`config.mk`:
```
export PLATFORM = sky130hd
export DESIGN_NAME = getr_queue
export DESIGN_NICKNAME = d
export VERILOG_FILES = /design/src/design/getr_pkg.sv /design/src/design/getr_queue.sv
export SDC_FILE = /design/constraint.sdc
export NUM_CORES = 1
export LEC_CHECK = 0
export BUFFER_PORTS_ARGS = -buffer_cell sky130_fd_sc_hd__buf_2
export CORE_AREA = 8 8 303 334
export CTS_CLUSTER_DIAMETER = 100
export CTS_CLUSTER_SIZE = 24
export DETAILED_ROUTE_END_ITERATION = 10
export DIE_AREA = 0 0 311 342
export HOLD_SLACK_MARGIN = 0.1
export PLACE_DENSITY = 0.85
export SYNTH_ARGS = -nofsm -noshare
export SYNTH_HDL_FRONTEND = slang
export SYNTH_SLANG_ARGS = --single-unit
```
`constraint.sdc`:
```
create_clock -name clk -period 22.4 [get_ports clk]
set_input_delay 0 -clock clk [delete_from_list [all_inputs] [get_ports clk]]
set_output_delay 0 -clock clk [all_outputs]
set_load 0.005 [all_outputs]
```
`src/design/getr_pkg.sv`:
```
// Package for the grid energy term reduction unit.
// Holds widths, fixed-point types, register codes and the saturating helpers.
// No dependencies.
`default_nettype none

package getr_pkg;

  localparam int DATA_W     = 32;
  localparam int ACC_W      = 64;
  localparam int DATA_FRAC  = 24;
  localparam int ACC_FRAC   = 32;
  localparam int PROD_SHIFT = 2 * DATA_FRAC - ACC_FRAC;
  localparam int OPA_W      = DATA_W + 1;
  localparam int HDN_W      = DATA_W + 2;
  localparam int PROD_W     = HDN_W + DATA_W;
  localparam int TERM_W     = PROD_W - PROD_SHIFT;
  localparam int NSUM       = 5;
  localparam int MODE_W     = 4;
  localparam int CFG_IDX_W  = 3;
  localparam int QDEPTH     = 4;
  localparam int QPTR_W     = $clog2(QDEPTH);

  localparam int SUM_NA      = 0;
  localparam int SUM_FIELD   = 1;
  localparam int SUM_HARTREE = 2;
  localparam int SUM_XC_UP   = 3;
  localparam int SUM_XC_DOWN = 4;

  localparam int MODE_NA    = 0;
  localparam int MODE_FIELD = 1;
  localparam int MODE_CORR  = 2;
  localparam int MODE_SPIN  = 3;

  typedef logic signed [DATA_W-1:0] data_t;
  typedef logic signed [ACC_W-1:0]  acc_t;
  typedef logic signed [OPA_W-1:0]  opa_t;
  typedef logic signed [HDN_W-1:0]  hdn_t;
  typedef logic signed [PROD_W-1:0] prod_t;
  typedef logic signed [TERM_W-1:0] term_t;
  typedef acc_t [NSUM-1:0]          sum_vec_t;

  localparam acc_t ACC_MAX = {1'b0, {(ACC_W-1){1'b1}}};
  localparam acc_t ACC_MIN = {1'b1, {(ACC_W-1){1'b0}}};

  typedef enum logic [CFG_IDX_W-1:0] {
    REG_MODE         = 3'd0,
    REG_INIT_NA      = 3'd1,
    REG_INIT_FIELD   = 3'd2,
    REG_INIT_HARTREE = 3'd3,
    REG_INIT_XC_UP   = 3'd4,
    REG_INIT_XC_DOWN = 3'd5
  } cfg_reg_t;

  typedef struct packed {
    logic [MODE_W-1:0] mode;
    sum_vec_t          init;
  } cfg_t;

  typedef struct packed {
    logic [NSUM-1:0] hit;
  } sum_load_t;

  typedef struct packed {
    logic en_na;
    logic en_field;
    logic en_corr;
    logic en_down;
    logic last;
  } ctl_t;

  typedef struct packed {
    ctl_t  ctl;
    opa_t  tden;
    hdn_t  hden;
    opa_t  xc_up_den;
    opa_t  xc_dn_den;
    opa_t  ref_up_den;
    opa_t  ref_dn_den;
    data_t ref_pot;
    data_t na_pot;
    data_t field_pot;
    data_t hartree_pot;
    data_t xc_up_pot;
    data_t xc_dn_pot;
  } point_t;

  // Arithmetic shift into Q18.32; rounds toward minus infinity.
  function automatic term_t scale_term(prod_t p);
    prod_t s;
    s = p >>> PROD_SHIFT;
    scale_term = s[TERM_W-1:0];
  endfunction

  function automatic acc_t sat_add(acc_t acc, term_t term);
    logic signed [ACC_W:0] wide;
    wide = {acc[ACC_W-1], acc} + {{(ACC_W+1-TERM_W){term[TERM_W-1]}}, term};
    if (wide[ACC_W] != wide[ACC_W-1]) begin
      sat_add = wide[ACC_W] ? ACC_MIN : ACC_MAX;
    end else begin
      sat_add = wide[ACC_W-1:0];
    end
  endfunction

endpackage

`default_nettype wire

```
`src/design/getr_queue.sv`:
```
// Short register queue between the front end and the accumulator back end.
// Depends on getr_pkg.
`default_nettype none

module getr_queue (
  input  wire                   clk,
  input  wire                   rst_n,
  input  wire                   push,
  input  getr_pkg::point_t      push_data,
  input  wire                   pop,
  output logic                  q_valid,
  output getr_pkg::point_t      q_data,
  output logic                  q_full
);
  import getr_pkg::*;

  point_t            mem_r [QDEPTH];
  logic [QPTR_W-1:0] wr_ptr_r, wr_ptr_nxt;
  logic [QPTR_W-1:0] rd_ptr_r, rd_ptr_nxt;
  logic [QPTR_W:0]   count_r, count_nxt;
  logic              do_push, do_pop;

  assign q_full  = (count_r == (QPTR_W+1)'(QDEPTH));
  assign q_valid = (count_r != '0);
  assign q_data  = mem_r[rd_ptr_r];
  assign do_push = push && !q_full;
  assign do_pop  = pop && q_valid;

  always_comb begin
    wr_ptr_nxt = do_push ? wr_ptr_r + 1'b1 : wr_ptr_r;
    rd_ptr_nxt = do_pop ? rd_ptr_r + 1'b1 : rd_ptr_r;
    count_nxt  = count_r;
    if (do_push && !do_pop) begin
      count_nxt = count_r + 1'b1;
    end else if (do_pop && !do_push) begin
      count_nxt = count_r - 1'b1;
    end
  end

  always_ff @(posedge clk) begin
    if (!rst_n) begin
      wr_ptr_r <= '0;
      rd_ptr_r <= '0;
      count_r  <= '0;
    end else begin
      wr_ptr_r <= wr_ptr_nxt;
      rd_ptr_r <= rd_ptr_nxt;
      count_r  <= count_nxt;
    end
  end

  always_ff @(posedge clk) begin
    if (do_push) begin
      mem_r[wr_ptr_r] <= push_data;
    end
  end

endmodule

`default_nettype wire

```
==> results.txt <==
----------------------------------------------------
[Floorplanning]
  DIE AREA ... 0.106 mm²
  Overall die height ... 342 µm
  Core outline area ... 0.0953 mm²
  Number of ports placed on the die boundary ... 798
  Site Rows ... 119
  Width of the die ... 311 µm
  Initial core utilization ... 0.605

[GRT]
  Wire length of the first global-routing pass ... 232,000 µm
  Aggregate global routing overflow ... 0
  Largest net degree at the start of global routing ... 160
  Antenna violations before repair ... 25
  Global-route total usage across every layer ... 0.301
  Vias in the first global route ... 32,700

[Synthesis]
  Mean area per synthesized cell ... 27.2 µm²
  Ys Warns ... 0
  Post-synthesis register bit count ... 1,593
  Synthesized net count ... 2,522
  Top-area cell type share of the netlist area ... 0.825
  Cell types with the largest area share after synthesis ... sky130_fd_sc_hd__edfxtp_1 83%, sky130_fd_sc_hd__mux4_2 15%, sky130_fd_sc_hd__buf_6 0.76%, sky130_fd_sc_hd__buf_2 0.36%, sky130_fd_sc_hd__dfxtp_1 0.31%
  Library cells used by synthesis ... 22
  Netlist Area Pre-Place ... 0.0576 mm²
  Post-synthesis cell type with the largest combined area ... sky130_fd_sc_hd__edfxtp_1
  Number of instances in the synthesized netlist ... 2,116
  Part of the Yosys area used for sequential elements ... 0.828

[Finish]
  Most frequent cells in the layout ... 1,584 x sky130_fd_sc_hd__edfxtp_1, 797 x sky130_fd_sc_hd__buf_2, 584 x sky130_fd_sc_hd__dlygate4sd3_1
  Number of non-filler instances in the completed layout ... 4,823
  Area growth, synth to finish ... 22.8%
  Fin area ... 0.0708 mm²
  Layout Nets ... 3,915
  Number of fillers in the final layout ... 4,862
  Most common cell after layout, fill and taps aside ... sky130_fd_sc_hd__edfxtp_1
  Fraction of final layout cells sized beyond drive strength 1 ... 0.370

[Routing]
  Number of optimization iterations in the first detailed-route pass ... 5
  Count of vias placed by the detailed router ... 31,000
  Number of antenna-violating nets in the routed design ... 0
  DR vias/cell ... 6.42
  Per-cell routed wire length ... 34.8 µm
  Iter 0 DRT Violations ... 3,838
  Remaining routing DRC violations ... 0
  Wirelength, routed ... 168,000 µm

[Placement]
  Post-placement cell count ... 4,117
  Final GP Congestion ... 0.820
  Port Buffers ... 797
  Worst slack at placement ... 17,370 ps
  Placed instance area ... 0.0628 mm²
  Placed wire-length estimate ... 87,400 µm

[Pwr]
  Static leakage ... 23.5 nW
  Total power of the final layout ... 7.18 mW
  Max VDD drop ... 0.128 mV
  Areal power density over the cells ... 101 mW/mm²

[STA]
  Max-slew violation total from the final report ... 0
  Setup clock skew after layout ... 40.0 ps
  Count of final hold-check violations ... 0
  Fin worst setup slack ... 17,140 ps
  Setup repair after global routing missed its margin ... no
  Highest achievable clock rate ... 0.190 GHz
  Count of endpoints failing setup in the final report ... 0
  Actual transition at the worst max-transition pin ... 1220 ps
  Sum of negative setup slack ... 0 ps
  Time the final worst path needs with I/O delays and setup ... 5260 ps
  Post-route fraction of the period consumed by the critical path ... 0.235
  Headroom to the max-slew limit ... 0.187

[Critical path]
  Worst R2R Setup Slack ... 17,140 ps
  Number of cells traversed by the worst register-to-register path ... 6
  Worst Path Class, Setup ... flip-flop to flip-flop
  Worst reg2reg path endpoint ... mem_r[0][230]
  Worst-path fanout max ... 73
  Critical path required time ... 22,670 ps
  Launch point of the worst path ... count_r[0]
  Worst Path Arrival ... 5530 ps
  Worst setup SP type ... flip-flop
  Element type at the critical path end ... flip-flop
  R2r startpoint ... count_r[0]

[Run status]
  Outcome ... complete, no violations

[CTS]
  Clock transition at the registers of the reported paths ... 110 ps
  Post-CTS resize count ... 0
  Number of buffers created by CTS ... 76
  Number of sinks handled by clock tree synthesis ... 1,593
  Number of buffers between clock root and the deepest sink ... 3
  H-tree lvl count ... 3
  CTS tree ... done
  Clock latency on the worst-skew pair ... 660 ps
  Number of buffers inserted by hold repair at cts ... 578
  Clock root buffer ... sky130_fd_sc_hd__clkbuf_16
  Number of buffers inserted to repair setup after CTS ... 0

[Hold path]
  Worst Hold Path EP ... mem_r[3][140]
  Hold path startpoint ... push_data[140]
  Depth of the worst hold-timing path ... 2
  Min-delay worst type ... primary input to flip-flop

[Job]
  Number of max-cap violations ... 0

----------------------------------------------------
[Yosys cell counts]
cell	count
sky130_fd_sc_hd__nor3b_1	1
sky130_fd_sc_hd__a21boi_0	1
sky130_fd_sc_hd__xnor2_1	3
sky130_fd_sc_hd__mux2i_1	3
sky130_fd_sc_hd__xor2_1	1
sky130_fd_sc_hd__o31ai_1	1
sky130_fd_sc_hd__inv_1	3
sky130_fd_sc_hd__or3_1	2
sky130_fd_sc_hd__nor2b_1	2
sky130_fd_sc_hd__mux4_2	396
sky130_fd_sc_hd__o311ai_0	1
sky130_fd_sc_hd__o21ai_0	1
sky130_fd_sc_hd__clkbuf_1	8
sky130_fd_sc_hd__nand2_1	4
sky130_fd_sc_hd__fa_1	1
sky130_fd_sc_hd__ha_1	5
sky130_fd_sc_hd__buf_2	41
sky130_fd_sc_hd__edfxtp_1	1584
sky130_fd_sc_hd__buf_1	2
sky130_fd_sc_hd__buf_6	39
sky130_fd_sc_hd__dfxtp_1	9
sky130_fd_sc_hd__and2_1	8
[metrics by stage]
| stage | hold slack (ps) | util |
|---|---|---|
| 3_5_place_dp | 215 | 0.659 |
| 2_1_floorplan | 98.9 | - |
| 4_1_cts | 100 | 0.741 |
| 5_1_grt | 101 | 0.743 |
| 6_report | 107 | 0.743 |
| 3_3_place_gp | 208 | 0.659 |
[layer usage]
metal,part of all wire,global-route usage,vias to the layer above
li1,-,-,11900
met1,0.30,0.333,15900
met2,0.53,0.540,2596
met3,0.098,0.0718,535
met4,0.067,0.162,6
met5,0.00026,0,-
[registers in the layout, indices dropped and copies added (netlist names), named ones only]
register,flops
rd_ptr_r,2
wr_ptr_r,2
mem_r,1584
count_r,3
[cells by family after synthesis]
| kind of cell | synth area share |
|---|---|
| flip-flops | 0.828 |
| multiplexers | 0.155 |
| buffers and inverters | 0.0120 |
| AND/OR/NAND/NOR | 0.00169 |
| adder cells (fa/ha/maj) | 0.00143 |
| AO/OA/AOI/OAI | 0.000499 |
| XOR/XNOR | 0.000608 |
[layout make-up]
cell class	count	area, µm²	share of cell area
Timing Repair Buffer	1405	10100	0.143
Antenna cell	30	75.1	0.00106
Sequential cell	1593	47800	0.675
Multi-Input combinational cell	430	9200	0.130
Inverter	3	11.3	0.000159
Clock inverter	7	88.8	0.00125
Tap cell	1270	1590	0.0224
Clock buffer	85	1960	0.0276
[worst max path at each step]
stage	cells past startpoint	end
after global routing	6	mem_r[0][230]
final	6	mem_r[0][230]
after CTS	5	q_data[195]
after global placement	6	mem_r[0][176]
after floorplan	4	mem_r[0][0]
after detailed placement	6	mem_r[0][179]
[worst max-delay path: stages, from the launching register on]
cell                      delay [ps]
sky130_fd_sc_hd__dfxtp_1         480
sky130_fd_sc_hd__nor3b_1         140
sky130_fd_sc_hd__nor2b_1         560
sky130_fd_sc_hd__and2_4          760
sky130_fd_sc_hd__buf_4           990
sky130_fd_sc_hd__buf_4           780
sky130_fd_sc_hd__buf_4           980
[where the power goes]
part | internal, mW | total, mW | switching [mW]
logic | 0.880 | 1.88 | 0.996
clock network | 0.631 | 1.54 | 0.911
registers | 3.62 | 3.76 | 0.143
total | 5.13 | 7.18 | 2.05
(Power assumes the default switching activity.)
