### config.mk
export PLATFORM = sky130hd
export DESIGN_NAME = getr_cfg_flat
export DESIGN_NICKNAME = d
export VERILOG_FILES = /design/src/design/getr_pkg.sv /design/src/design/getr_ifs.sv /design/src/design/getr_cfg.sv /design/src/flat_wrapper.sv
export SDC_FILE = /design/constraint.sdc
export NUM_CORES = 1
export LEC_CHECK = 0
export BUFFER_PORTS_ARGS = -buffer_cell sky130_fd_sc_hd__buf_2
export CORE_MARGIN = 4
export CORE_UTILIZATION = 50
export CTS_CLUSTER_SIZE = 10
export DETAILED_ROUTE_END_ITERATION = 7
export PLACE_DENSITY = 0.79
export SETUP_SLACK_MARGIN = 0.15
export SLEW_MARGIN = 10
export SYNTH_ARGS = -nofsm -noshare
export SYNTH_HDL_FRONTEND = slang
export SYNTH_SLANG_ARGS = --single-unit
### constraint.sdc
create_clock -name clk -period 1.5 [get_ports clk]
set_input_delay 0.225 -clock clk [delete_from_list [all_inputs] [get_ports clk]]
set_output_delay 0.225 -clock clk [all_outputs]
set_load 0.1 [all_outputs]
### src/design/getr_pkg.sv
// Package for the grid energy term reduction unit.
// Holds widths, fixed-point types, register codes and the saturating helpers.
// No dependencies.
`default_nettype none

package getr_pkg;

  localparam int DATA_W     = 32;
  localparam int ACC_W      = 64;
  localparam int DATA_FRAC  = 24;
  localparam int ACC_FRAC   = 32;
  localparam int PROD_SHIFT = 2 * DATA_FRAC - ACC_FRAC;
  localparam int OPA_W      = DATA_W + 1;
  localparam int HDN_W      = DATA_W + 2;
  localparam int PROD_W     = HDN_W + DATA_W;
  localparam int TERM_W     = PROD_W - PROD_SHIFT;
  localparam int NSUM       = 5;
  localparam int MODE_W     = 4;
  localparam int CFG_IDX_W  = 3;
  localparam int QDEPTH     = 4;
  localparam int QPTR_W     = $clog2(QDEPTH);

  localparam int SUM_NA      = 0;
  localparam int SUM_FIELD   = 1;
  localparam int SUM_HARTREE = 2;
  localparam int SUM_XC_UP   = 3;
  localparam int SUM_XC_DOWN = 4;

  localparam int MODE_NA    = 0;
  localparam int MODE_FIELD = 1;
  localparam int MODE_CORR  = 2;
  localparam int MODE_SPIN  = 3;

  typedef logic signed [DATA_W-1:0] data_t;
  typedef logic signed [ACC_W-1:0]  acc_t;
  typedef logic signed [OPA_W-1:0]  opa_t;
  typedef logic signed [HDN_W-1:0]  hdn_t;
  typedef logic signed [PROD_W-1:0] prod_t;
  typedef logic signed [TERM_W-1:0] term_t;
  typedef acc_t [NSUM-1:0]          sum_vec_t;

  localparam acc_t ACC_MAX = {1'b0, {(ACC_W-1){1'b1}}};
  localparam acc_t ACC_MIN = {1'b1, {(ACC_W-1){1'b0}}};

  typedef enum logic [CFG_IDX_W-1:0] {
    REG_MODE         = 3'd0,
    REG_INIT_NA      = 3'd1,
    REG_INIT_FIELD   = 3'd2,
    REG_INIT_HARTREE = 3'd3,
    REG_INIT_XC_UP   = 3'd4,
    REG_INIT_XC_DOWN = 3'd5
  } cfg_reg_t;

  typedef struct packed {
    logic [MODE_W-1:0] mode;
    sum_vec_t          init;
  } cfg_t;

  typedef struct packed {
    logic [NSUM-1:0] hit;
  } sum_load_t;

  typedef struct packed {
    logic en_na;
    logic en_field;
    logic en_corr;
    logic en_down;
    logic last;
  } ctl_t;

  typedef struct packed {
    ctl_t  ctl;
    opa_t  tden;
    hdn_t  hden;
    opa_t  xc_up_den;
    opa_t  xc_dn_den;
    opa_t  ref_up_den;
    opa_t  ref_dn_den;
    data_t ref_pot;
    data_t na_pot;
    data_t field_pot;
    data_t hartree_pot;
    data_t xc_up_pot;
    data_t xc_dn_pot;
  } point_t;

  // Arithmetic shift into Q18.32; rounds toward minus infinity.
  function automatic term_t scale_term(prod_t p);
    prod_t s;
    s = p >>> PROD_SHIFT;
    scale_term = s[TERM_W-1:0];
  endfunction

  function automatic acc_t sat_add(acc_t acc, term_t term);
    logic signed [ACC_W:0] wide;
    wide = {acc[ACC_W-1], acc} + {{(ACC_W+1-TERM_W){term[TERM_W-1]}}, term};
    if (wide[ACC_W] != wide[ACC_W-1]) begin
      sat_add = wide[ACC_W] ? ACC_MIN : ACC_MAX;
    end else begin
      sat_add = wide[ACC_W-1:0];
    end
  endfunction

endpackage

`default_nettype wire

### src/design/getr_ifs.sv
// Channel interfaces of the grid energy term reduction unit: point input,
// energy result and configuration write. Depends on getr_pkg.
`default_nettype none


interface getr_cfg_if;
  import getr_pkg::*;
  logic                 valid;
  logic                 ready;
  logic [CFG_IDX_W-1:0] index;
  logic [ACC_W-1:0]     data;

  modport source (output valid, index, data, input ready);
  modport sink (input valid, index, data, output ready);
endinterface

`default_nettype wire

### src/design/getr_cfg.sv
// Configuration registers: mode flags and the five initial sum values.
// Depends on getr_pkg and getr_cfg_if.
`default_nettype none

module getr_cfg (
  input  wire                   clk,
  input  wire                   rst_n,
  getr_cfg_if.sink              cfg_ch,
  output getr_pkg::cfg_t        cfg,
  output getr_pkg::sum_load_t   load
);
  import getr_pkg::*;

  logic [MODE_W-1:0] mode_r, mode_nxt;
  sum_vec_t          init_r, init_nxt;
  sum_load_t         load_r, load_nxt;

  assign cfg_ch.ready = 1'b1;

  always_comb begin
    mode_nxt = mode_r;
    init_nxt = init_r;
    load_nxt = '0;
    if (cfg_ch.valid) begin
      case (cfg_reg_t'(cfg_ch.index))
        REG_MODE: begin
          mode_nxt = cfg_ch.data[MODE_W-1:0];
        end
        REG_INIT_NA: begin
          init_nxt[SUM_NA] = cfg_ch.data;
          load_nxt.hit[SUM_NA] = 1'b1;
        end
        REG_INIT_FIELD: begin
          init_nxt[SUM_FIELD] = cfg_ch.data;
          load_nxt.hit[SUM_FIELD] = 1'b1;
        end
        REG_INIT_HARTREE: begin
          init_nxt[SUM_HARTREE] = cfg_ch.data;
          load_nxt.hit[SUM_HARTREE] = 1'b1;
        end
        REG_INIT_XC_UP: begin
          init_nxt[SUM_XC_UP] = cfg_ch.data;
          load_nxt.hit[SUM_XC_UP] = 1'b1;
        end
        REG_INIT_XC_DOWN: begin
          init_nxt[SUM_XC_DOWN] = cfg_ch.data;
          load_nxt.hit[SUM_XC_DOWN] = 1'b1;
        end
        default: begin
        end
      endcase
    end
  end

  always_ff @(posedge clk) begin
    if (!rst_n) begin
      mode_r <= '0;
      init_r <= '0;
      load_r <= '0;
    end else begin
      mode_r <= mode_nxt;
      init_r <= init_nxt;
      load_r <= load_nxt;
    end
  end

  // The load strobe is registered together with the initial register, so the
  // sum copies the initial register while it already holds the new value.
  assign load     = load_r;
  assign cfg.mode = mode_r;
  assign cfg.init = init_r;

endmodule

`default_nettype wire

### src/flat_wrapper.sv
// flat-port wrapper written by rule: the top's interface ports become plain ports
module getr_cfg_flat import getr_pkg::*;
  (clk, rst_n, cfg, load, cfg_ch_valid, cfg_ch_index, cfg_ch_data, cfg_ch_ready);
  getr_cfg_if cfg_ch_i ();
  input  wire clk;
  input  wire rst_n;
  output getr_pkg::cfg_t cfg;
  output getr_pkg::sum_load_t load;
  input wire logic [$bits(cfg_ch_i.valid)-1:0] cfg_ch_valid;
  input wire logic [$bits(cfg_ch_i.index)-1:0] cfg_ch_index;
  input wire logic [$bits(cfg_ch_i.data)-1:0] cfg_ch_data;
  output wire logic [$bits(cfg_ch_i.ready)-1:0] cfg_ch_ready;
  assign cfg_ch_i.valid = cfg_ch_valid;
  assign cfg_ch_i.index = cfg_ch_index;
  assign cfg_ch_i.data = cfg_ch_data;
  assign cfg_ch_ready = cfg_ch_i.ready;
  getr_cfg u_core (.clk(clk), .rst_n(rst_n), .cfg_ch(cfg_ch_i), .cfg(cfg), .load(load));
endmodule
==> results.txt <==
* Syn_nets: 1,204
* Hold buffer count at cts: 0
* Initial core utilization: 50.6%
- Leading post-synthesis cells by instance count: sky130_fd_sc_hd__nand2_1, sky130_fd_sc_hd__dfxtp_1, sky130_fd_sc_hd__mux2i_1
- Of all nets on the critical path, the largest fanout is 2.
- Portion of the post-synthesis area used by sequential elements: 55.7%
- Nature of the critical path startpoint: register
- Worst Path Required: 1.27 ns
- TritonCTS buffer count: 38
- After filler insertion, the fill cell instance count of the layout stands at 1,099.
* Share of the synthesized area in the top cell type: 55.7%
* Leakage power summed over all cells: 0.00909 uW
- The worst setup path is of the reg2out kind.
- A synthesized cell averages 10.4 sq um.
* Number of distinct standard cells referenced by the synthesized netlist: 15
* Clock sink count: 329
- Top-level I/O count: 400
* Antenna violations before repair: 2
- The routed layout has 10,200 vias.
* Maximum number of pins on one net before global-route repair: 56
- Post-Place Setup Slack: 0.146 ns
- The max-slew violation count was 0.
* Launch point of the worst reg-to-reg path: u_core.cfg[126]
* Core footprint: 0.0234 sq mm
- Setup slack of the most critical reg-to-reg path: 0.57 ns
- Floorplan die width: 162 um
- Total wire length: 43.2 mm
- The worst hold path passes through 3 cells.
* Result of the run: complete, no violations
- The tool flagged a number of max-cap violations equal to 0.
- Clock-pin slew on the worst setup and hold paths: 0.06 ns
- TritonCTS clock tree: built
* Total congestion overflow: 0
- The clock reaches the later pin of the worst-skew pair after 0.50 ns.
- Worst-case hold path end point: u_core.cfg[63]
* Classification of the worst-slack hold path: in2reg
* Worst-case clock skew: 0 ns
* Cell area power density: 1080 mW/mm^2
* Dominant synthesized flop cell: sky130_fd_sc_hd__dfxtp_1
- Die Outline Area: 0.0262 sq mm
* Min-Delay Startpoint: rst_n
* Gate count of the mapped netlist: 1,134
- Data arrival time of the worst path: 1.15 ns
- sky130_fd_sc_hd__nand2_1 is the most common cell in the netlist.
- HPWL after DPL: 22.7 mm
- Clk root buf: sky130_fd_sc_hd__clkbuf_16
* Rows: 56
- Routed vias/inst: 5.52
- Ratio of final minimum period to clock period: 91.5%
- Mapped Area: 0.0118 sq mm
* Via count of the first global-routing pass: 10,800
- Setup repair after global routing could not meet its margin everywhere.
* Max Clock Freq: 0.729 GHz
- Cells with a size suffix above 1 make up 35.5% of the layout.
- Total negative slack: 0 ns
- For this run, asynchronously set or reset flops after synthesis account for 0%.
- Counting both buffers and inverters, the worst setup path holds a total of 1.
- Hold violation count in the final report: 0
- Routed wirelength normalized by instance count: 23.4 um
* Minimum clock period after layout: 1.37 ns
- Buffers added to address setup during post-CTS repair amount to 0.
* Final worst-path setup slack: 0.128 ns
* Count of warnings emitted by yosys: 0
* Crit path cell chain: buf_12
- Length of the first detailed-routing pass in iterations: 7
* Final core occ: 80.3%
* Remaining DRCs: 0
- The detailed router finished its first iteration with 694 violations.
- Finish-stage setup viols: 0
- The largest single stage delay on the critical path is 0.43 ns.
- The slowest stage of the critical path belongs to the cell sky130_fd_sc_hd__dfxtp_1.
- Remaining antenna violation count after routing: 0
* Layout net count: 1,596
- Gr usage total: 27.5%
* Wire length of the first global-routing pass: 58.4 mm
- Die extent in y: 162 um
- The worst-case IR drop observed on VDD is 812 uV.
- STA classifies the critical path endpoint as a primary output.
* Count of cells along the worst register-to-register path: 2
- In this run, synthesis produced a sequential element count of 329.
* Clock Path Buffers: 3
- Capturing point of the worst reg2reg path: u_core.cfg[126]
- Cell family contributing the most delay on the critical path: flip-flops
- In this run the number of H-tree levels came out at 2.
* Count of input and output buffers: 398
* Number of synthesized flops with an enable pin: 0
* Placer's final routability congestion estimate: 0.835
* Layout overhead on the synthesized area: 58.8%
* Post-synthesis cell type with the largest combined area: sky130_fd_sc_hd__dfxtp_1
* Cell types occupying the most area after synthesis: sky130_fd_sc_hd__dfxtp_1, sky130_fd_sc_hd__mux2i_1, sky130_fd_sc_hd__nand2_1
[final cells by class]
class | count | area, sq um | area share [%]
inverters | 1 | 3.75 | 0.0200
repair buffers | 432 | 5850 | 31.1
clock buffers | 42 | 1030 | 5.48
flip-flops and latches | 329 | 6670 | 35.5
well taps | 319 | 399 | 2.12
diodes | 1 | 2.50 | 0.0133
multi-input cells | 724 | 4840 | 25.8
[where the power goes]
| group | internal (uW) | switching [uW] |
|---|---|---|
| clock network | 4780 | 3390 |
| registers | 8950 | 191 |
| logic | 877 | 2140 |
| total | 14600 | 5720 |
[worst max-delay path by stage]
stage                     from         endpoint  cells past startpoint
3_5_place_dp   cfg_ch_index[2]  u_core.cfg[154]                      4
6_report       u_core.cfg[161]         cfg[161]                      1
4_1_cts        u_core.cfg[172]         cfg[172]                      1
3_3_place_gp   cfg_ch_index[2]  u_core.cfg[159]                      4
2_1_floorplan    u_core.cfg[0]    u_core.cfg[0]                      2
5_1_grt        u_core.cfg[100]         cfg[100]                      1
[flip-flops by register name, indices dropped and copies added (netlist names)]
signal / flops
u_core.cfg: 320
u_core.load: 5
u_core.mode_r: 4
[per-stage QoR]
step / std cells / hold slack, ns / cell area, sq um / total power, uW
2_1_floorplan: 1134 / 0.443 / 11800 / 11200
3_3_place_gp: 1805 / 0.438 / 14300 / 11700
3_5_place_dp: 1805 / 0.445 / 14300 / 11800
4_1_cts: 1847 / 0.0640 / 17500 / 20000
5_1_grt: 1848 / 0.0781 / 18800 / 20800
6_report: 1848 / 0.0775 / 18800 / 20300
[repair_timing]
action	in CTS	in global routing
endpoints found under the hold margin	0	0
gates resized for setup	667	358
setup endpoints to repair	329	191
[kinds of logic after synthesis]
kind of cell	synth area share [%]
other	0.0317
flip-flops	55.7
multiplexers	27.4
buffers and inverters	3.86
AND/OR/NAND/NOR	13.1
[per-layer routing]
metal  GRT usage (%)  share of wire [%]  vias up
met5               0              0.032        -
met4            16.1                6.6        2
met3            8.40                8.0      194
met2            48.5                 51      575
met1            29.1                 35     4932
li1                -                  -     4493
[placed cells by master, fill, tap and decap left out]
cell	synthesis	routed
sky130_fd_sc_hd__diode_2	0	1
sky130_fd_sc_hd__nand2_1	388	388
sky130_fd_sc_hd__and4b_4	0	1
sky130_fd_sc_hd__dfxtp_1	329	264
sky130_fd_sc_hd__conb_1	1	1
sky130_fd_sc_hd__dfxtp_2	0	65
sky130_fd_sc_hd__nand4bb_4	0	3
sky130_fd_sc_hd__buf_4	25	17
sky130_fd_sc_hd__nor4b_2	1	1
sky130_fd_sc_hd__buf_8	0	72
sky130_fd_sc_hd__buf_6	6	138
sky130_fd_sc_hd__buf_12	0	137
sky130_fd_sc_hd__mux2i_1	324	324
sky130_fd_sc_hd__clkbuf_1	38	1
sky130_fd_sc_hd__nor2_1	4	4
sky130_fd_sc_hd__and2_1	1	1
sky130_fd_sc_hd__clkbuf_16	0	41
sky130_fd_sc_hd__buf_2	11	68
sky130_fd_sc_hd__inv_1	1	1
sky130_fd_sc_hd__nand4b_1	1	1
Power figures use the tool's default switching activity.
