## src/design/getr_pkg.sv

```systemverilog
// Package for the grid energy term reduction unit.
// Holds widths, fixed-point types, register codes and the saturating helpers.
// No dependencies.
`default_nettype none

package getr_pkg;

  localparam int DATA_W     = 32;
  localparam int ACC_W      = 64;
  localparam int DATA_FRAC  = 24;
  localparam int ACC_FRAC   = 32;
  localparam int PROD_SHIFT = 2 * DATA_FRAC - ACC_FRAC;
  localparam int OPA_W      = DATA_W + 1;
  localparam int HDN_W      = DATA_W + 2;
  localparam int PROD_W     = HDN_W + DATA_W;
  localparam int TERM_W     = PROD_W - PROD_SHIFT;
  localparam int NSUM       = 5;
  localparam int MODE_W     = 4;
  localparam int CFG_IDX_W  = 3;
  localparam int QDEPTH     = 4;
  localparam int QPTR_W     = $clog2(QDEPTH);

  localparam int SUM_NA      = 0;
  localparam int SUM_FIELD   = 1;
  localparam int SUM_HARTREE = 2;
  localparam int SUM_XC_UP   = 3;
  localparam int SUM_XC_DOWN = 4;

  localparam int MODE_NA    = 0;
  localparam int MODE_FIELD = 1;
  localparam int MODE_CORR  = 2;
  localparam int MODE_SPIN  = 3;

  typedef logic signed [DATA_W-1:0] data_t;
  typedef logic signed [ACC_W-1:0]  acc_t;
  typedef logic signed [OPA_W-1:0]  opa_t;
  typedef logic signed [HDN_W-1:0]  hdn_t;
  typedef logic signed [PROD_W-1:0] prod_t;
  typedef logic signed [TERM_W-1:0] term_t;
  typedef acc_t [NSUM-1:0]          sum_vec_t;

  localparam acc_t ACC_MAX = {1'b0, {(ACC_W-1){1'b1}}};
  localparam acc_t ACC_MIN = {1'b1, {(ACC_W-1){1'b0}}};

  typedef enum logic [CFG_IDX_W-1:0] {
    REG_MODE         = 3'd0,
    REG_INIT_NA      = 3'd1,
    REG_INIT_FIELD   = 3'd2,
    REG_INIT_HARTREE = 3'd3,
    REG_INIT_XC_UP   = 3'd4,
    REG_INIT_XC_DOWN = 3'd5
  } cfg_reg_t;

  typedef struct packed {
    logic [MODE_W-1:0] mode;
    sum_vec_t          init;
  } cfg_t;

  typedef struct packed {
    logic [NSUM-1:0] hit;
  } sum_load_t;

  typedef struct packed {
    logic en_na;
    logic en_field;
    logic en_corr;
    logic en_down;
    logic last;
  } ctl_t;

  typedef struct packed {
    ctl_t  ctl;
    opa_t  tden;
    hdn_t  hden;
    opa_t  xc_up_den;
    opa_t  xc_dn_den;
    opa_t  ref_up_den;
    opa_t  ref_dn_den;
    data_t ref_pot;
    data_t na_pot;
    data_t field_pot;
    data_t hartree_pot;
    data_t xc_up_pot;
    data_t xc_dn_pot;
  } point_t;

  // Arithmetic shift into Q18.32; rounds toward minus infinity.
  function automatic term_t scale_term(prod_t p);
    prod_t s;
    s = p >>> PROD_SHIFT;
    scale_term = s[TERM_W-1:0];
  endfunction

  function automatic acc_t sat_add(acc_t acc, term_t term);
    logic signed [ACC_W:0] wide;
    wide = {acc[ACC_W-1], acc} + {{(ACC_W+1-TERM_W){term[TERM_W-1]}}, term};
    if (wide[ACC_W] != wide[ACC_W-1]) begin
      sat_add = wide[ACC_W] ? ACC_MIN : ACC_MAX;
    end else begin
      sat_add = wide[ACC_W-1:0];
    end
  endfunction

endpackage

`default_nettype wire

```

## src/design/getr_ifs.sv

```systemverilog
// Channel interfaces of the grid energy term reduction unit: point input,
// energy result and configuration write. Depends on getr_pkg.
`default_nettype none

interface getr_in_if;
  import getr_pkg::*;
  logic  valid;
  logic  ready;
  data_t spin_up_density;
  data_t spin_down_density;
  data_t atomic_density;
  data_t core_density_up;
  data_t core_density_down;
  data_t reference_xc_potential;
  data_t neutral_atom_potential;
  data_t external_field_potential;
  data_t hartree_potential_change;
  data_t xc_potential_up;
  data_t xc_potential_down;
  logic  is_last;

  modport source (
    output valid, spin_up_density, spin_down_density, atomic_density,
           core_density_up, core_density_down, reference_xc_potential,
           neutral_atom_potential, external_field_potential,
           hartree_potential_change, xc_potential_up, xc_potential_down, is_last,
    input  ready
  );
  modport sink (
    input  valid, spin_up_density, spin_down_density, atomic_density,
           core_density_up, core_density_down, reference_xc_potential,
           neutral_atom_potential, external_field_potential,
           hartree_potential_change, xc_potential_up, xc_potential_down, is_last,
    output ready
  );
endinterface


`default_nettype wire

```

## src/design/getr_front.sv

```systemverilog
// Front end: takes a grid point request, forms the exact operand sums and
// tags it with the enabled terms. Depends on getr_pkg and getr_in_if.
`default_nettype none

module getr_front (
  getr_in_if.sink               in_ch,
  input  wire [3:0]             mode,
  input  wire                   q_full,
  output logic                  push,
  output getr_pkg::point_t      point
);
  import getr_pkg::*;

  opa_t tden;

  assign in_ch.ready = !q_full;
  assign push        = in_ch.valid && !q_full;

  assign tden = opa_t'(in_ch.spin_up_density) + opa_t'(in_ch.spin_down_density);

  always_comb begin
    point.ctl.en_na    = mode[MODE_NA];
    point.ctl.en_field = mode[MODE_FIELD];
    point.ctl.en_corr  = mode[MODE_CORR];
    point.ctl.en_down  = mode[MODE_SPIN];
    point.ctl.last     = in_ch.is_last;
    point.tden         = tden;
    point.hden         = hdn_t'(tden) - (hdn_t'(in_ch.atomic_density) <<< 1);
    point.xc_up_den    = opa_t'(in_ch.spin_up_density) + opa_t'(in_ch.core_density_up);
    point.xc_dn_den    = opa_t'(in_ch.spin_down_density) + opa_t'(in_ch.core_density_down);
    point.ref_up_den   = opa_t'(in_ch.atomic_density) + opa_t'(in_ch.core_density_up);
    point.ref_dn_den   = opa_t'(in_ch.atomic_density) + opa_t'(in_ch.core_density_down);
    point.ref_pot      = in_ch.reference_xc_potential;
    point.na_pot       = in_ch.neutral_atom_potential;
    point.field_pot    = in_ch.external_field_potential;
    point.hartree_pot  = in_ch.hartree_potential_change;
    point.xc_up_pot    = in_ch.xc_potential_up;
    point.xc_dn_pot    = in_ch.xc_potential_down;
  end

endmodule

`default_nettype wire

```

## src/flat_wrapper.sv

```systemverilog
// flat-port wrapper written by rule: the top's interface ports become plain ports
module getr_front_flat import getr_pkg::*;
  (mode, q_full, push, point, in_ch_valid, in_ch_spin_up_density, in_ch_spin_down_density, in_ch_atomic_density, in_ch_core_density_up, in_ch_core_density_down, in_ch_reference_xc_potential, in_ch_neutral_atom_potential, in_ch_external_field_potential, in_ch_hartree_potential_change, in_ch_xc_potential_up, in_ch_xc_potential_down, in_ch_is_last, in_ch_ready);
  getr_in_if in_ch_i ();
  input  wire [3:0] mode;
  input  wire q_full;
  output logic push;
  output getr_pkg::point_t point;
  input wire logic [$bits(in_ch_i.valid)-1:0] in_ch_valid;
  input wire logic [$bits(in_ch_i.spin_up_density)-1:0] in_ch_spin_up_density;
  input wire logic [$bits(in_ch_i.spin_down_density)-1:0] in_ch_spin_down_density;
  input wire logic [$bits(in_ch_i.atomic_density)-1:0] in_ch_atomic_density;
  input wire logic [$bits(in_ch_i.core_density_up)-1:0] in_ch_core_density_up;
  input wire logic [$bits(in_ch_i.core_density_down)-1:0] in_ch_core_density_down;
  input wire logic [$bits(in_ch_i.reference_xc_potential)-1:0] in_ch_reference_xc_potential;
  input wire logic [$bits(in_ch_i.neutral_atom_potential)-1:0] in_ch_neutral_atom_potential;
  input wire logic [$bits(in_ch_i.external_field_potential)-1:0] in_ch_external_field_potential;
  input wire logic [$bits(in_ch_i.hartree_potential_change)-1:0] in_ch_hartree_potential_change;
  input wire logic [$bits(in_ch_i.xc_potential_up)-1:0] in_ch_xc_potential_up;
  input wire logic [$bits(in_ch_i.xc_potential_down)-1:0] in_ch_xc_potential_down;
  input wire logic [$bits(in_ch_i.is_last)-1:0] in_ch_is_last;
  output wire logic [$bits(in_ch_i.ready)-1:0] in_ch_ready;
  assign in_ch_i.valid = in_ch_valid;
  assign in_ch_i.spin_up_density = in_ch_spin_up_density;
  assign in_ch_i.spin_down_density = in_ch_spin_down_density;
  assign in_ch_i.atomic_density = in_ch_atomic_density;
  assign in_ch_i.core_density_up = in_ch_core_density_up;
  assign in_ch_i.core_density_down = in_ch_core_density_down;
  assign in_ch_i.reference_xc_potential = in_ch_reference_xc_potential;
  assign in_ch_i.neutral_atom_potential = in_ch_neutral_atom_potential;
  assign in_ch_i.external_field_potential = in_ch_external_field_potential;
  assign in_ch_i.hartree_potential_change = in_ch_hartree_potential_change;
  assign in_ch_i.xc_potential_up = in_ch_xc_potential_up;
  assign in_ch_i.xc_potential_down = in_ch_xc_potential_down;
  assign in_ch_i.is_last = in_ch_is_last;
  assign in_ch_ready = in_ch_i.ready;
  getr_front u_core (.in_ch(in_ch_i), .mode(mode), .q_full(q_full), .push(push), .point(point));
endmodule
```

## config.mk

```make
export PLATFORM = sky130hd
export DESIGN_NAME = getr_front_flat
export DESIGN_NICKNAME = d
export VERILOG_FILES = /design/src/design/getr_pkg.sv /design/src/design/getr_ifs.sv /design/src/design/getr_front.sv /design/src/flat_wrapper.sv
export SDC_FILE = /design/constraint.sdc
export NUM_CORES = 1
export LEC_CHECK = 0
export CORE_AREA = 3 3 291 293
export DETAILED_ROUTE_END_ITERATION = 10
export DIE_AREA = 0 0 294 296
export DONT_BUFFER_PORTS = 1
export PLACE_DENSITY = 0.3
export SYNTH_ARGS = -nofsm -noshare
export SYNTH_HDL_FRONTEND = slang
export SYNTH_SLANG_ARGS = --single-unit
```

## constraint.sdc

```tcl
create_clock -name vclk -period 6.7
set_input_delay 1.34 -clock vclk [all_inputs]
set_output_delay 1.34 -clock vclk [all_outputs]
set_load 0.01 [all_outputs]
```

==> metrics.yaml, run 1 <==
logic_synthesis:
  synth.area.mux_share: 0
  yosysUniqueCellTypes: 67
  synth_top_family_by_area: "compound AO/OA/AOI/OAI gates"
  synth_cells: 1474
  syn_nets: 2031
  yosys.area_share.simple: 0.151
  synth-compound-area-share: 0.300
  netlist_area_um2: 10700
  yosys_warnings: 0
  synth.avg_cell_area_um2: 7.24
  synth-adder-area-share: 0.236
  synthXorXnorAreaFrac: 0.138
  yosysSeqAreaShare: 0
grt:
  grt.total_usage: 0.125
  grt_pass1_wl_um: 78600
  grt_max_degree: 10
  antenna_found_initial: 4
  grt_overflow_total: 0
  grt_pass1_vias: 10800
worst_setup_path:
  cp-end-kind: "output port"
  crit_arrival_ps: 5430
  slowest_stage: "xnor2_1"
  start_kind: "input pin"
  crit_chain: "ha_4 > fa_2 > a211oi_4 > o21ai_2 > a31oi_4 > o21ai_2 > buf_4 > xnor2_1 > ha_1 > a21o_1 > a21o_1 > a21o_1 > a221o_1 > a311oi_2 > buf_4 > o31ai_4 > nand3_2 > a21boi_2 > o21a_1 > o41ai_4"
  path_max_fanout: 4
  criticalPathCategory: "input pin to output port"
  worst_path_most_repeated_cell: "a21o_1"
  required_ps: 5360
  path_buf_inv: 2
  critPathTopFamily: "compound AO/OA/AOI/OAI gates"
  critical-path-max-stage-delay_ps: 420
sta:
  hold_viol: 0
  hold_ws_ps: 2680
  setup_viol: 2
  report.final.slew_viol_count: 0
  fmax_ghz: 0.148
  rsz0062_at_grt: "yes"
  fin_crit_ps: 6770
  tightest_slew_ps: 809
  slew_headroom: 0.456
  layout_setup_ws_ps: -74.6
  period_share: 1.01
routing:
  finalWirelength_um: 58200
  drc: 0
  routed_via_density: 4.20
  first_pass_iters: 5
  vias: 10500
  wire_per_inst_um: 23.2
  ant_nets: 0
  drt_iter0_drc: 358
final_layout:
  fillers: 9290
  final_common_cell: "ha_1"
  multi_input_area_um2: 9130
  nClkBuffers: 0
  seq_cells: 0
  seqCellArea_um2: 0
  drive_gt1_frac: 0.170
  final_cell_mix: "ha_1, buf_4, a21oi_1"
  area_delta_synth_final_pct: 13.6
  nNetsFinal: 1994
floorplan:
  ios: 757
  core_um2: 82100
  initial_utilization: 0.130
  die-area_um2: 87000
  num_rows: 105
  die_h_um: 296
  die_w_um: 294
pwr:
  powerDensity_nw_per_um2: 170
  p_total_mw: 2.06
  irDropWorstVdd_mv: 0.0509
  p_leak_nw: 5.42
cts:
  cts-hold-fix-buffers: 0
place:
  dp_hpwl_um: 53700
  portBuffers: 0
  gp_congestion: 0.872
outcome:
  outcome: "finished, violations left"
  violations: "negative setup slack"
flow_run:
  maxCapViolCount: 0
min_path:
  hold_path.class: "input pin to output port"
cells in the mapped netlist (all sizes together) (8+ instances only):
cell type    n  share of area
a21oi      148          0.070
and4         9         0.0074
o21ai       82          0.038
ha         192           0.23
a31oi       15         0.0094
inv         84          0.030
nand3       38          0.018
clkbuf      15         0.0053
o211ai       9         0.0063
xnor2      123           0.10
nor3        21          0.010
o31ai       12         0.0084
nor2        96          0.034
buf        199           0.14
a21o        85          0.060
o21bai      22          0.015
and3        13         0.0081
a21boi       8         0.0056
a211oi      16          0.013
xor2        45          0.037
nand2       64          0.023
nor2b       25          0.015
o21a        31          0.022
nand4       21          0.012
nand2b      20          0.012
area by class of cell:
class,count,share of cell area
antenna,2,0.000413
timing repair buffer,175,0.109
inverter,84,0.0260
multi-input combinational,1176,0.754
tap,1070,0.111
per-layer routing:
metal,part of all wire,track usage,vias up
met2,0.46,0.210,339
met4,0.037,0.0381,2
met1,0.39,0.140,4969
met5,0.00033,0,-
met3,0.11,0.0594,133
li1,-,-,5078
timing repair:
item,4_1_cts,5_1_grt
buffers inserted,10,7
gates resized for setup,20,32
pin swaps,27,25
endpoints found under the setup margin,12,16
worst paths after layout:
check / from / endpoint / slack (ps) / cells after the start
hold / removal: in_ch_external_field_potential[22] / point[118] / 2680 / 0
setup / recovery: in_ch_spin_down_density[0] / point[357] / -70 / 20
where the power goes:
group,switching [mW],internal [mW]
logic,1.19,0.867
clock network,0,0.0000000403
registers,0,0
through the flow:
stage / TNS, ps / instance area [µm²] / setup WS, ps / std cells / util
2_1_floorplan: -108 / 10700 / -108 / 1474 / -
3_3_place_gp: -1870 / 11700 / -338 / 2488 / 0.142
3_5_place_dp: -1890 / 11700 / -321 / 2488 / 0.142
4_1_cts: -636 / 11900 / -137 / 2498 / 0.145
5_1_grt: -1330 / 12100 / -267 / 2505 / 0.147
6_report: -116 / 12100 / -74.6 / 2507 / 0.148
cell families (layout without fill, tap and decap cells):
| family | after synthesis | count (layout) |
|---|---|---|
| AOI/OAI and AO/OA | 485 | 485 |
| xor gates and xnor gates | 168 | 168 |
| adders and majority gates | 198 | 198 |
| buffers and inverters | 298 | 259 |
| other | 0 | 2 |
| and+or+nand+nor | 325 | 325 |
Power figures use the tool's default switching activity.
==> run 2: changes to the inputs <==
--- a/config.mk
+++ b/config.mk
@@ -5,11 +5,12 @@
 export SDC_FILE = /design/constraint.sdc
 export NUM_CORES = 1
 export LEC_CHECK = 0
-export CORE_AREA = 3 3 291 293
+export ABC_AREA = 1
+export CORE_AREA = 3 3 292 294
 export DETAILED_ROUTE_END_ITERATION = 10
-export DIE_AREA = 0 0 294 296
+export DIE_AREA = 0 0 295 297
 export DONT_BUFFER_PORTS = 1
-export PLACE_DENSITY = 0.3
+export PLACE_DENSITY = 0.34
 export SYNTH_ARGS = -nofsm -noshare
 export SYNTH_HDL_FRONTEND = slang
 export SYNTH_SLANG_ARGS = --single-unit
==> run 2 against run 1 <==
The flow now finishes without violations. Flip-flop and latch count is the same. Synthesized cell count grew 130%. Routed wire length grew 51%. Via count up 69%. Critical path type unchanged. Largest cell class unchanged. Highest routed layer unchanged.
==> metrics.yaml, run 2 <==
pwr:
  irDropWorstVdd_mv: 0.0306
  comb_power_share: 1.000
  p_leak_nw: 11.2
  p_sw_mw: 1.47
  pwr-share-clk: 0
  pwr-share-seq: 0
  powerDensity_nw_per_um2: 125
  p_int_uw: 553
  netSwitchingFraction: 0.726
logic_synthesis:
  netlist_area_um2: 16300
  synth_cells: 3378
  synthTopCellsByCount: "nand2_1, inv_1, nor2_1, buf_4, ha_1"
  yosysUniqueCellTypes: 19
  synth.area.top_cells: "nand2_1, inv_1, ha_1, buf_4, nor2_1"
  synth_top_area_frac: 0.343
  synth.most_common_cell: "nand2_1"
  synth.avg_cell_area_um2: 4.82
  synth_area_leader_cell: "nand2_1"
  yosys_warnings: 0
  syn_nets: 3935
  yosysSeqAreaShare: 0
routing:
  drt_iter0_drc: 742
  ant_nets: 0
  drc: 0
  routed_via_density: 4.17
  first_pass_iters: 5
  finalWirelength_um: 87800
  wire_per_inst_um: 20.6
  vias: 17800
sta:
  fin_crit_ps: 6080
  setup_viol: 0
  slew_headroom: 0.419
  rsz0062_at_grt: "no"
  period_share: 0.907
  hold_viol: 0
  report.final.slew_viol_count: 0
  fmax_ghz: 0.164
  finalSetupTns_ps: 0
  tightest_slew_ps: 868
worst_setup_path:
  critPathTopFamily: "simple AND/OR/NAND/NOR gates"
  required_ps: 5360
  critical-path-max-stage-delay_ps: 590
  slowest_stage: "xor2_1"
  path_buf_inv: 2
  criticalPathCategory: "input pin to output port"
  cp-end-kind: "output port"
  worst_path_most_repeated_cell: "nand2_1"
  crit_chain: "ha_1 > fa_1 > nand2_1 > nand2_1 > nand3_1 > nand2_1 > nand2_1 > nand2_1 > xor2_1 > ha_1 > nand2_1 > inv_1 > nand2_1 > inv_1 > a21oi_1 > nand2_1 > nand2_1 > nand3_1 > nand2_1"
  crit_arrival_ps: 4740
  start_kind: "input pin"
  path_max_fanout: 4
grt:
  grt_pass1_wl_um: 122000
  antenna_found_initial: 6
  grt_pass1_vias: 17900
  grt_overflow_total: 0
  grt_max_degree: 8
  grt.total_usage: 0.193
final_layout:
  final_util: 0.194
  fin_area_um2: 16100
  drive_gt1_frac: 0.0154
  nNetsFinal: 3739
  area_delta_synth_final_pct: -0.807
  final_cell_mix: "nand2_1, inv_1, nor2_1"
  final_common_cell: "nand2_1"
  seq_cells: 0
  nClkBuffers: 0
  seqCellArea_um2: 0
place:
  dp_hpwl_um: 82700
  portBuffers: 0
  gp_congestion: 0.885
  placed_area_um2: 16100
min_path:
  hold_end: "point[101]"
  hold_path.class: "input pin to output port"
  holdCritStartpoint: "in_ch_external_field_potential[5]"
  holdPathStages: 0
cts:
  cts-hold-fix-buffers: 0
  cts_resized: 0
  cts_setup_buffers: 0
floorplan:
  ios: 757
  die_h_um: 297
  die-area_um2: 87600
  core_um2: 83200
  initial_utilization: 0.196
  num_rows: 106
  die_w_um: 295
outcome:
  outcome: "finished, final reports clean"
flow_run:
  maxCapViolCount: 0
-- run 2: cell types whose count changed in the layout (fill, tap and decap cells not counted), sizes merged, moves of 25 or more --
cell / delta
inv: +702
o21ai: -82
buf: -174
o21a: -31
xor2: +33
nor2b: -25
nand2: +1466
nand3: +110
nor2: +147
xnor2: -111
a21o: -79
a21oi: -27
-- run 2: how the worst max path moves through the flow --
stage / slack [ps] / to / from / depth (start not counted)
finish: 620 / point[355] / in_ch_spin_down_density[0] / 19
global route: 470 / point[355] / in_ch_spin_down_density[0] / 19
global placement: 620 / point[355] / in_ch_spin_down_density[0] / 19
floorplan: 1630 / point[357] / in_ch_spin_down_density[0] / 20
CTS: 620 / point[355] / in_ch_spin_down_density[0] / 19
detailed placement: 630 / point[355] / in_ch_spin_down_density[0] / 19
-- run 2: power groups by stage --
stage                     combinational (mW)    clock [mW]  sequential, mW
final                                   2.02  0.0000000614               0
after detailed placement                2.06             0               0
after global routing                    2.29             0               0
after global placement                  2.07             0               0
after floorplan                         1.54             0               0
after CTS                               2.07             0               0
-- run 2: cells by family (layout without fill, tap and decap cells) --
| kind of cell | Yosys count | after routing | synth area share |
|---|---|---|---|
| AO/OA/AOI/OAI | 133 | 133 | 0.0427 |
| AND/OR/NAND/NOR | 1972 | 1972 | 0.481 |
| buffers and inverters | 985 | 787 | 0.273 |
| adder cells (fa/ha/maj) | 198 | 198 | 0.155 |
| XOR/XNOR | 90 | 90 | 0.0484 |
| other | 0 | 3 | 0 |
-- run 2: final cells by class --
| type | count | area [µm²] |
|---|---|---|
| fillers | 10100 | 67000 |
| multi-input cells | 2393 | 11800 |
| inverters | 786 | 2950 |
| well taps | 1080 | 1350 |
| repair buffers | 1 | 7.51 |
| diodes | 3 | 7.51 |
-- run 2: routing by layer --
metal	track usage	wire, µm
met5	0	33
met1	0.223	35900
met4	0.0219	1210
met3	0.0636	7450
met2	0.353	43200
-- run 2: per-stage QoR --
stage | setup WS (ps) | cells | hold WS, ps | total power, mW
after floorplan | 1630 | 3378 | 2720 | 1.54
after global placement | 619 | 4260 | 2680 | 2.07
after detailed placement | 630 | 4260 | 2680 | 2.06
after CTS | 622 | 4260 | 2680 | 2.07
after global routing | 469 | 4260 | 2680 | 2.29
final | 620 | 4263 | 2680 | 2.02
